### config.mk
export PLATFORM = sky130hd
export DESIGN_NAME = stack_arithmetic_unit_top
export DESIGN_NICKNAME = d
export VERILOG_FILES = /design/src/sau_pkg.sv /design/src/stack_arithmetic_unit_top.sv /design/src/sau_ram.sv /design/src/sau_div.sv
export SDC_FILE = /design/constraint.sdc
export NUM_CORES = 2
export LEC_CHECK = 0
export CORE_ASPECT_RATIO = 1.2
export CORE_MARGIN = 2
export CORE_UTILIZATION = 25
export DETAILED_ROUTE_END_ITERATION = 16
export DONT_BUFFER_PORTS = 1
export MAX_ROUTING_LAYER = met4
export PLACE_DENSITY = 0.37
export SLEW_MARGIN = 20
export SYNTH_ARGS = -nofsm -noshare
export SYNTH_HDL_FRONTEND = slang
export SYNTH_SLANG_ARGS = --single-unit
### constraint.sdc
create_clock -name i_clk -period 17.1 [get_ports i_clk]
set_input_delay 2.565 -clock i_clk [delete_from_list [all_inputs] [get_ports i_clk]]
set_output_delay 2.565 -clock i_clk [all_outputs]
set_load 0.03 [all_outputs]
### src/sau_pkg.sv
package sau_pkg;

    localparam int WORD_W          = 32;
    localparam int FUNC_W          = 3;
    localparam int STATUS_W        = 2;
    localparam int DEPTH_OUT_W     = 7;
    localparam int STACK_DEPTH_DEF = 64;
    localparam int OPERANDS_NEEDED = 2;

    // Operation codes carried on the func input.
    localparam logic [FUNC_W-1:0] FN_PUSH = 3'd0;
    localparam logic [FUNC_W-1:0] FN_SUB  = 3'd1;
    localparam logic [FUNC_W-1:0] FN_DIV  = 3'd2;
    localparam logic [FUNC_W-1:0] FN_MUL  = 3'd3;
    localparam logic [FUNC_W-1:0] FN_MOD  = 3'd4;

    // Status codes reported with every result.
    localparam logic [STATUS_W-1:0] ST_OK      = 2'd0;
    localparam logic [STATUS_W-1:0] ST_SHORT   = 2'd1;
    localparam logic [STATUS_W-1:0] ST_DIVZERO = 2'd2;
    localparam logic [STATUS_W-1:0] ST_FULL    = 2'd3;

endpackage

### src/stack_arithmetic_unit_top.sv
// Stack arithmetic unit: a bounded stack of signed 32-bit words with a binary
// arithmetic unit (push, sub, div, mul, mod).
// Command channel: a word (i_func, i_push_value) is taken at a rising edge
// where start is high and busy is low. busy stays high while an operation is
// being worked on, and start is ignored during that time.
// Result channel: each command yields exactly one result word (o_status,
// o_top_value, o_stack_depth), shown for one cycle with o_valid high. The
// receiver cannot stall, so every result must be taken in that cycle.
// Push, error outcomes and unused codes answer in the cycle after
// acceptance and never raise busy, so they can be issued every cycle.
// Sub and mul read the second entry from the stack memory in S_READ and
// write the result back in S_WRITE; busy is high through both states.
// Div and mod run through the radix-2 divider in S_DIV, one quotient bit
// per cycle, before the write-back; busy stays high throughout.
// The top of the stack is mirrored in a register so that it never needs a
// memory read. Reset (i_rst_n low, synchronous) empties the stack; the stack
// memory itself is not cleared, since only written entries are ever read.
module stack_arithmetic_unit_top #(
    parameter int STACK_DEPTH = sau_pkg::STACK_DEPTH_DEF
) (
    input  logic                                i_clk,
    input  logic                                i_rst_n,
    input  logic                                start,
    output logic                                busy,
    input  logic [sau_pkg::FUNC_W-1:0]          i_func,
    input  logic signed [sau_pkg::WORD_W-1:0]   i_push_value,
    output logic                                o_valid,
    output logic [sau_pkg::STATUS_W-1:0]        o_status,
    output logic signed [sau_pkg::WORD_W-1:0]   o_top_value,
    output logic [sau_pkg::DEPTH_OUT_W-1:0]     o_stack_depth
);

    localparam int W      = sau_pkg::WORD_W;
    localparam int ADDR_W = $clog2(STACK_DEPTH);
    localparam int DCNT_W = $clog2(STACK_DEPTH + 1);

    typedef enum logic [2:0] {
        S_IDLE,
        S_READ,
        S_DIV,
        S_WRITE
    } t_state;

    function automatic logic [W-1:0] magnitude(input logic [W-1:0] v);
        magnitude = v[W-1] ? (W'(0) - v) : v;
    endfunction

    t_state                        r_state;
    logic [DCNT_W-1:0]             r_depth;
    logic [W-1:0]                  r_top;
    logic [W-1:0]                  r_res;
    logic [sau_pkg::FUNC_W-1:0]    r_func;
    logic                          r_s_neg;
    logic                          r_t_neg;
    logic                          r_valid;
    logic [sau_pkg::STATUS_W-1:0]  r_status;
    logic                          r_div_start;

    logic                          accept;
    logic                          is_full;
    logic                          is_short;
    logic                          is_divop;
    logic [ADDR_W-1:0]             second_addr;

    logic                          ram_we;
    logic [ADDR_W-1:0]             ram_waddr;
    logic [W-1:0]                  ram_wdata;
    logic [W-1:0]                  ram_rdata;

    logic                          div_done;
    logic [W-1:0]                  div_quot;
    logic [W-1:0]                  div_rem;

    assign accept      = start && (r_state == S_IDLE);
    assign is_full     = (r_depth >= DCNT_W'(STACK_DEPTH));
    assign is_short    = (r_depth < DCNT_W'(sau_pkg::OPERANDS_NEEDED));
    assign is_divop    = (i_func == sau_pkg::FN_DIV) || (i_func == sau_pkg::FN_MOD);
    assign second_addr = ADDR_W'(r_depth - DCNT_W'(sau_pkg::OPERANDS_NEEDED));

    // The memory is written by a push in the accept cycle, or by the result
    // write-back; the two never fall in the same cycle. The read port always
    // points at the entry beneath the top.
    always_comb begin
        ram_we    = 1'b0;
        ram_waddr = second_addr;
        ram_wdata = r_res;
        if (r_state == S_WRITE) begin
            ram_we = 1'b1;
        end else if (accept && (i_func == sau_pkg::FN_PUSH) && !is_full) begin
            ram_we    = 1'b1;
            ram_waddr = ADDR_W'(r_depth);
            ram_wdata = i_push_value;
        end
    end

    sau_ram #(
        .DEPTH  (STACK_DEPTH),
        .ADDR_W (ADDR_W)
    ) u_ram (
        .i_clk   (i_clk),
        .i_we    (ram_we),
        .i_waddr (ram_waddr),
        .i_wdata (ram_wdata),
        .i_raddr (second_addr),
        .o_rdata (ram_rdata)
    );

    sau_div u_div (
        .i_clk      (i_clk),
        .i_rst_n    (i_rst_n),
        .i_start    (r_div_start),
        .i_dividend (magnitude(ram_rdata)),
        .i_divisor  (magnitude(r_top)),
        .o_done     (div_done),
        .o_quot     (div_quot),
        .o_rem      (div_rem)
    );

    always_ff @(posedge i_clk) begin
        if (!i_rst_n) begin
            r_state  <= S_IDLE;
            r_depth  <= '0;
            r_top    <= '0;
            r_valid  <= 1'b0;
            r_status <= sau_pkg::ST_OK;
        end else begin
            r_valid <= 1'b0;
            unique case (r_state)
                S_IDLE: begin
                    if (accept) begin
                        r_func <= i_func;
                        if (i_func == sau_pkg::FN_PUSH) begin
                            r_valid <= 1'b1;
                            if (is_full) begin
                                r_status <= sau_pkg::ST_FULL;
                            end else begin
                                r_status <= sau_pkg::ST_OK;
                                r_depth  <= r_depth + 1'b1;
                                r_top    <= i_push_value;
                            end
                        end else if (i_func > sau_pkg::FN_MOD) begin
                            // Unused codes leave everything as it is.
                            r_valid  <= 1'b1;
                            r_status <= sau_pkg::ST_OK;
                        end else if (is_short) begin
                            r_valid  <= 1'b1;
                            r_status <= sau_pkg::ST_SHORT;
                        end else if (is_divop && (r_top == '0)) begin
                            r_valid  <= 1'b1;
                            r_status <= sau_pkg::ST_DIVZERO;
                        end else begin
                            r_state <= S_READ;
                        end
                    end
                end
                S_READ: begin
                    // The entry beneath the top is on the read port now.
                    r_s_neg <= ram_rdata[W-1];
                    r_t_neg <= r_top[W-1];
                    if (r_func == sau_pkg::FN_SUB) begin
                        r_res   <= ram_rdata - r_top;
                        r_state <= S_WRITE;
                    end else if (r_func == sau_pkg::FN_MUL) begin
                        r_res   <= ram_rdata * r_top;
                        r_state <= S_WRITE;
                    end else begin
                        r_state <= S_DIV;
                    end
                end
                S_DIV: begin
                    if (div_done) begin
                        if (r_func == sau_pkg::FN_DIV) begin
                            r_res <= (r_s_neg ^ r_t_neg) ? (W'(0) - div_quot) : div_quot;
                        end else begin
                            r_res <= r_s_neg ? (W'(0) - div_rem) : div_rem;
                        end
                        r_state <= S_WRITE;
                    end
                end
                S_WRITE: begin
                    r_depth  <= r_depth - 1'b1;
                    r_top    <= r_res;
                    r_valid  <= 1'b1;
                    r_status <= sau_pkg::ST_OK;
                    r_state  <= S_IDLE;
                end
                default: begin
                    r_state <= S_IDLE;
                end
            endcase
        end
    end

    // The divider is launched on the cycle the operands come out of memory.
    always_ff @(posedge i_clk) begin
        if (!i_rst_n) begin
            r_div_start <= 1'b0;
        end else begin
            r_div_start <= accept && is_divop && !is_short && (r_top != '0);
        end
    end

    assign busy          = (r_state != S_IDLE);
    assign o_valid       = r_valid;
    assign o_status      = r_status;
    assign o_top_value   = r_top;
    assign o_stack_depth = sau_pkg::DEPTH_OUT_W'(r_depth);

endmodule

### src/sau_ram.sv
module sau_ram #(
    parameter int DEPTH  = sau_pkg::STACK_DEPTH_DEF,
    parameter int ADDR_W = $clog2(DEPTH)
) (
    input  logic                       i_clk,
    input  logic                       i_we,
    input  logic [ADDR_W-1:0]          i_waddr,
    input  logic [sau_pkg::WORD_W-1:0] i_wdata,
    input  logic [ADDR_W-1:0]          i_raddr,
    output logic [sau_pkg::WORD_W-1:0] o_rdata
);

    logic [sau_pkg::WORD_W-1:0] r_mem [DEPTH];
    logic [sau_pkg::WORD_W-1:0] r_rdata;

    always_ff @(posedge i_clk) begin
        if (i_we) begin
            r_mem[i_waddr] <= i_wdata;
        end
    end

    always_ff @(posedge i_clk) begin
        r_rdata <= r_mem[i_raddr];
    end

    assign o_rdata = r_rdata;

endmodule

### src/sau_div.sv
module sau_div (
    input  logic                       i_clk,
    input  logic                       i_rst_n,
    input  logic                       i_start,
    input  logic [sau_pkg::WORD_W-1:0] i_dividend,
    input  logic [sau_pkg::WORD_W-1:0] i_divisor,
    output logic                       o_done,
    output logic [sau_pkg::WORD_W-1:0] o_quot,
    output logic [sau_pkg::WORD_W-1:0] o_rem
);

    localparam int W     = sau_pkg::WORD_W;
    localparam int CNT_W = $clog2(W);

    logic             r_run;
    logic             r_done;
    logic [CNT_W-1:0] r_cnt;
    logic [W-1:0]     r_quot;
    logic [W-1:0]     r_rem;
    logic [W-1:0]     r_dvs;

    logic [W:0] n_shift;
    logic [W:0] n_diff;

    // One restoring step: shift in the next dividend bit, try the subtraction.
    assign n_shift = {r_rem, r_quot[W-1]};
    assign n_diff  = n_shift - {1'b0, r_dvs};

    always_ff @(posedge i_clk) begin
        if (!i_rst_n) begin
            r_run  <= 1'b0;
            r_done <= 1'b0;
            r_cnt  <= '0;
        end else begin
            r_done <= 1'b0;
            if (i_start) begin
                r_run  <= 1'b1;
                r_cnt  <= '0;
                r_rem  <= '0;
                r_quot <= i_dividend;
                r_dvs  <= i_divisor;
            end else if (r_run) begin
                if (!n_diff[W]) begin
                    r_rem <= n_diff[W-1:0];
                end else begin
                    r_rem <= n_shift[W-1:0];
                end
                r_quot <= {r_quot[W-2:0], ~n_diff[W]};
                r_cnt  <= r_cnt + 1'b1;
                if (r_cnt == CNT_W'(W - 1)) begin
                    r_run  <= 1'b0;
                    r_done <= 1'b1;
                end
            end
        end
    end

    assign o_done = r_done;
    assign o_quot = r_quot;
    assign o_rem  = r_rem;

endmodule

==> results.sh <==
export IMPL_drcViolationCount=0
export IMPL_syn_avg_cell_area_sq_um=16.7
export IMPL_clk_pin_slew_ps=60
export IMPL_tns_ps=0
export IMPL_ctsHtreeMaxLevel=4
export IMPL_fillers=43400
export IMPL_whs_ps=512
export IMPL_period_share=0.467
export IMPL_hold_class="flip-flop to flip-flop"
export IMPL_netlist_area_sq_um=109000
export IMPL_die_w_um=606
export IMPL_die_h_um=726
export IMPL_r2r_slack_ps=9120
export IMPL_critPathCaptureType="flip-flop"
export IMPL_crit_fanout=13
export IMPL_first_global_vias=62500
export IMPL_synth_seq_area_share=0.618
export IMPL_clock_skew_ps=75.1
export IMPL_synth_cell_types=79
export IMPL_portBuffers=0
export IMPL_p_total_mw=12.8
export IMPL_async_reset_ff_frac=0
export IMPL_grt_overflow_total=0
export IMPL_grt_pass1_wl_mm=515
export IMPL_io_pins=81
export IMPL_drive_gt1_frac=0.202
export IMPL_syn_nets=7195
export IMPL_ys_ff_latch=2265
export IMPL_finalCriticalPeriod_ps=7980
export IMPL_max_slew_margin=0.281
export IMPL_worstHoldStart="u_div.r_cnt[4]"
export IMPL_ctsResizeCount=0
export IMPL_antenna_found_initial=20
export IMPL_finalNetCount=7300
export IMPL_grt_use_total=0.172
export IMPL_wire_per_inst_um=29.3
export IMPL_rsz0062_at_grt="false"
export IMPL_postCtsSetupBuffers=0
export IMPL_cts_sinks=2265
export IMPL_avgViaCountPerCell=4.66
export IMPL_die_area_sq_um=440000
export IMPL_cts_tree="yes"
export IMPL_timing_rr_start="o_top_value[15]"
export IMPL_hold_depth=2
export IMPL_synth_top_area_frac=0.602
export IMPL_grt_max_degree=93
export IMPL_numCtsBuffers=241
export IMPL_synth_top_cells_by_count="2181 x edfxtp_1, 659 x mux4_2, 479 x nand2_1, 477 x inv_1, 411 x fa_1"
export IMPL_crit_type="flip-flop to flip-flop"
export IMPL_ys_warn_count=0
export IMPL_antenna_left=0
export IMPL_yosysTopAreaCell="edfxtp_1"
export IMPL_hold_buffers=0
export IMPL_layout_setup_ws_ps=9120
export IMPL_cts_root_buffer="clkbuf_16"
export IMPL_status="finished, final reports clean"
export IMPL_total_leakage_power_nw=41.4
export IMPL_hold_viol=0
export IMPL_vias=58600
export IMPL_clockBufferDepth=4
export IMPL_firstDrtPassIters=7
export IMPL_place_ws_ps=9080
export IMPL_rows=265
export IMPL_hpwl_mm=233
export IMPL_maxCapViolCount=0
export IMPL_drt_first_iter_violations=4452
export IMPL_netlist_top_cells_area="edfxtp_1 60%, mux4_2 14%, fa_1 7.6%, ha_1 2.5%, nand2_1 1.7%"
export IMPL_clock_latency_ps=910
export IMPL_synthCells=6526
export IMPL_yosysMostFrequentCell="edfxtp_1"
export IMPL_ir_worst_vdd_v=0.0000843
export IMPL_cp_arrival_ps=8690
export IMPL_setup_violations=0
export IMPL_hold_end="u_div.r_cnt[4]"
export IMPL_place_gp_congestion=0.841
export IMPL_fmax_mhz=125
export IMPL_report_final_slew_viol_count=0
export IMPL_worst_slew_pin_slew_ps=1080
export IMPL_rr_worst_depth=23
export IMPL_timing_rr_end="r_res[31]"
export IMPL_totalWireLength_mm=369
export IMPL_synth_flop_cell="edfxtp_1"
export IMPL_crit_path_start_kind="flip-flop"
export IMPL_required_ps=17810
export IMPL_start_util=0.251
export IMPL_synthToLayoutAreaGrowth_pct=14.7
export IMPL_fp_coreArea_sq_um=434000
export IMPL_p_per_area_nw_per_um2=103
export IMPL_synth_edf_count=2181
-- flip-flops by register name (all words and copies together) (netlist names), 3 cells and up --
name / count
u_ram.o_rdata: 32
u_div.o_rem: 32
u_div.o_quot: 32
u_div.r_cnt: 5
o_top_value: 32
o_stack_depth: 7
r_res: 32
u_ram.r_mem: 2048
u_div.r_dvs: 32
r_func: 3
-- critical path, stage by stage, from the launching register on --
cell      delay, ps
dfxtp_1         860
buf_4           400
and2_1          210
fa_1            440
fa_1            520
inv_1            50
fa_1            470
inv_1            50
fa_1            410
fa_1            470
fa_1            580
fa_1            450
fa_1            510
ha_1            390
a21oi_1         180
o21ai_0         110
a31oi_1         150
o21ai_0         110
a41o_1          260
a211oi_1        430
o31ai_1         180
xnor2_1         190
nand2_1         130
a41oi_2         230
-- worst max path at each step --
stage                                 start         to  slack (ps)  cells after the start
after global placement    u_ram.o_rdata[18]  r_res[31]        9100                     22
after floorplan              o_top_value[6]  r_res[28]        9550                     26
after CTS                   o_top_value[15]  r_res[31]        9030                     23
after global routing        o_top_value[15]  r_res[31]        8790                     23
final                       o_top_value[15]  r_res[31]        9120                     23
after detailed placement    o_top_value[15]  r_res[31]        9080                     23
-- logic make-up (layout without fill, tap and decap cells) --
| family | after synthesis | after routing | share of synthesized area |
|---|---|---|---|
| xor+xnor | 266 | 266 | 0.0214 |
| flops | 2265 | 2265 | 0.618 |
| simple gates | 1254 | 1254 | 0.0545 |
| other cells | 0 | 14 | 0 |
| buf+inv | 834 | 1136 | 0.0290 |
| compound gates | 549 | 549 | 0.0336 |
| mux | 727 | 727 | 0.143 |
| fa+ha+maj | 631 | 631 | 0.101 |
-- layout by cell type, fill, tap and decap left out, types with 22 or more instances in the layout --
cell,synthesis,routed
xnor2_1,168,167
clkinv_1,1,50
clkbuf_1,287,49
o21ai_0,98,97
and2_1,270,270
a21oi_1,155,154
dfxtp_1,84,59
nor3_1,33,33
a211oi_1,51,51
nor2_1,289,223
ha_1,220,217
nand2_2,0,26
clkbuf_16,0,244
mux4_2,659,659
xor2_1,98,95
nand2_1,479,447
nand3_1,31,30
mux2i_1,67,67
nor2b_1,29,29
dfxtp_2,0,22
a21o_1,38,38
bufinv_16,0,23
fa_1,411,411
clkinv_2,0,49
edfxtp_1,2181,2181
nor2_4,0,65
inv_1,477,477
or3_1,22,22
buf_4,1,213
o31ai_1,35,35
o211a_1,34,34
-- layer usage --
| metal | global-route usage | vias to the layer above | share of wire |
|---|---|---|---|
| met5 | - | - | 0 |
| met4 | 0.0529 | 0 | 0.034 |
| met3 | 0.0226 | 515 | 0.039 |
| met2 | 0.300 | 1193 | 0.52 |
| met1 | 0.206 | 32100 | 0.41 |
| li1 | - | 24800 | - |
-- through the flow --
stage                     std cells  area, sq um   util
after floorplan                6526       109000      -
after global placement        12100       117000  0.270
after detailed placement      12100       117000  0.270
after CTS                     12600       125000  0.287
after global routing          12600       125000  0.288
final                         12600       125000  0.288
-- where the power goes --
part           switching, mW  total (mW)  internal (mW)
clock network           2.25        5.23           2.98
registers             0.0470        6.15           6.10
logic                  0.922        1.47          0.545
total                   3.22        12.8           9.63
-- cell type report --
class                   count  area (sq um)  share of cell area
clock inverters           139          1300              0.0104
flip-flops and latches   2265         67200               0.539
inverters                 479          1800              0.0144
clock buffers             301          6400              0.0513
multi-input cells        3427         39100               0.314
diodes                     14          35.0            0.000281
well taps                5740          7180              0.0576
repair buffers            217          1670              0.0134
No activity file was read; power rests on OpenSTA's default activity.
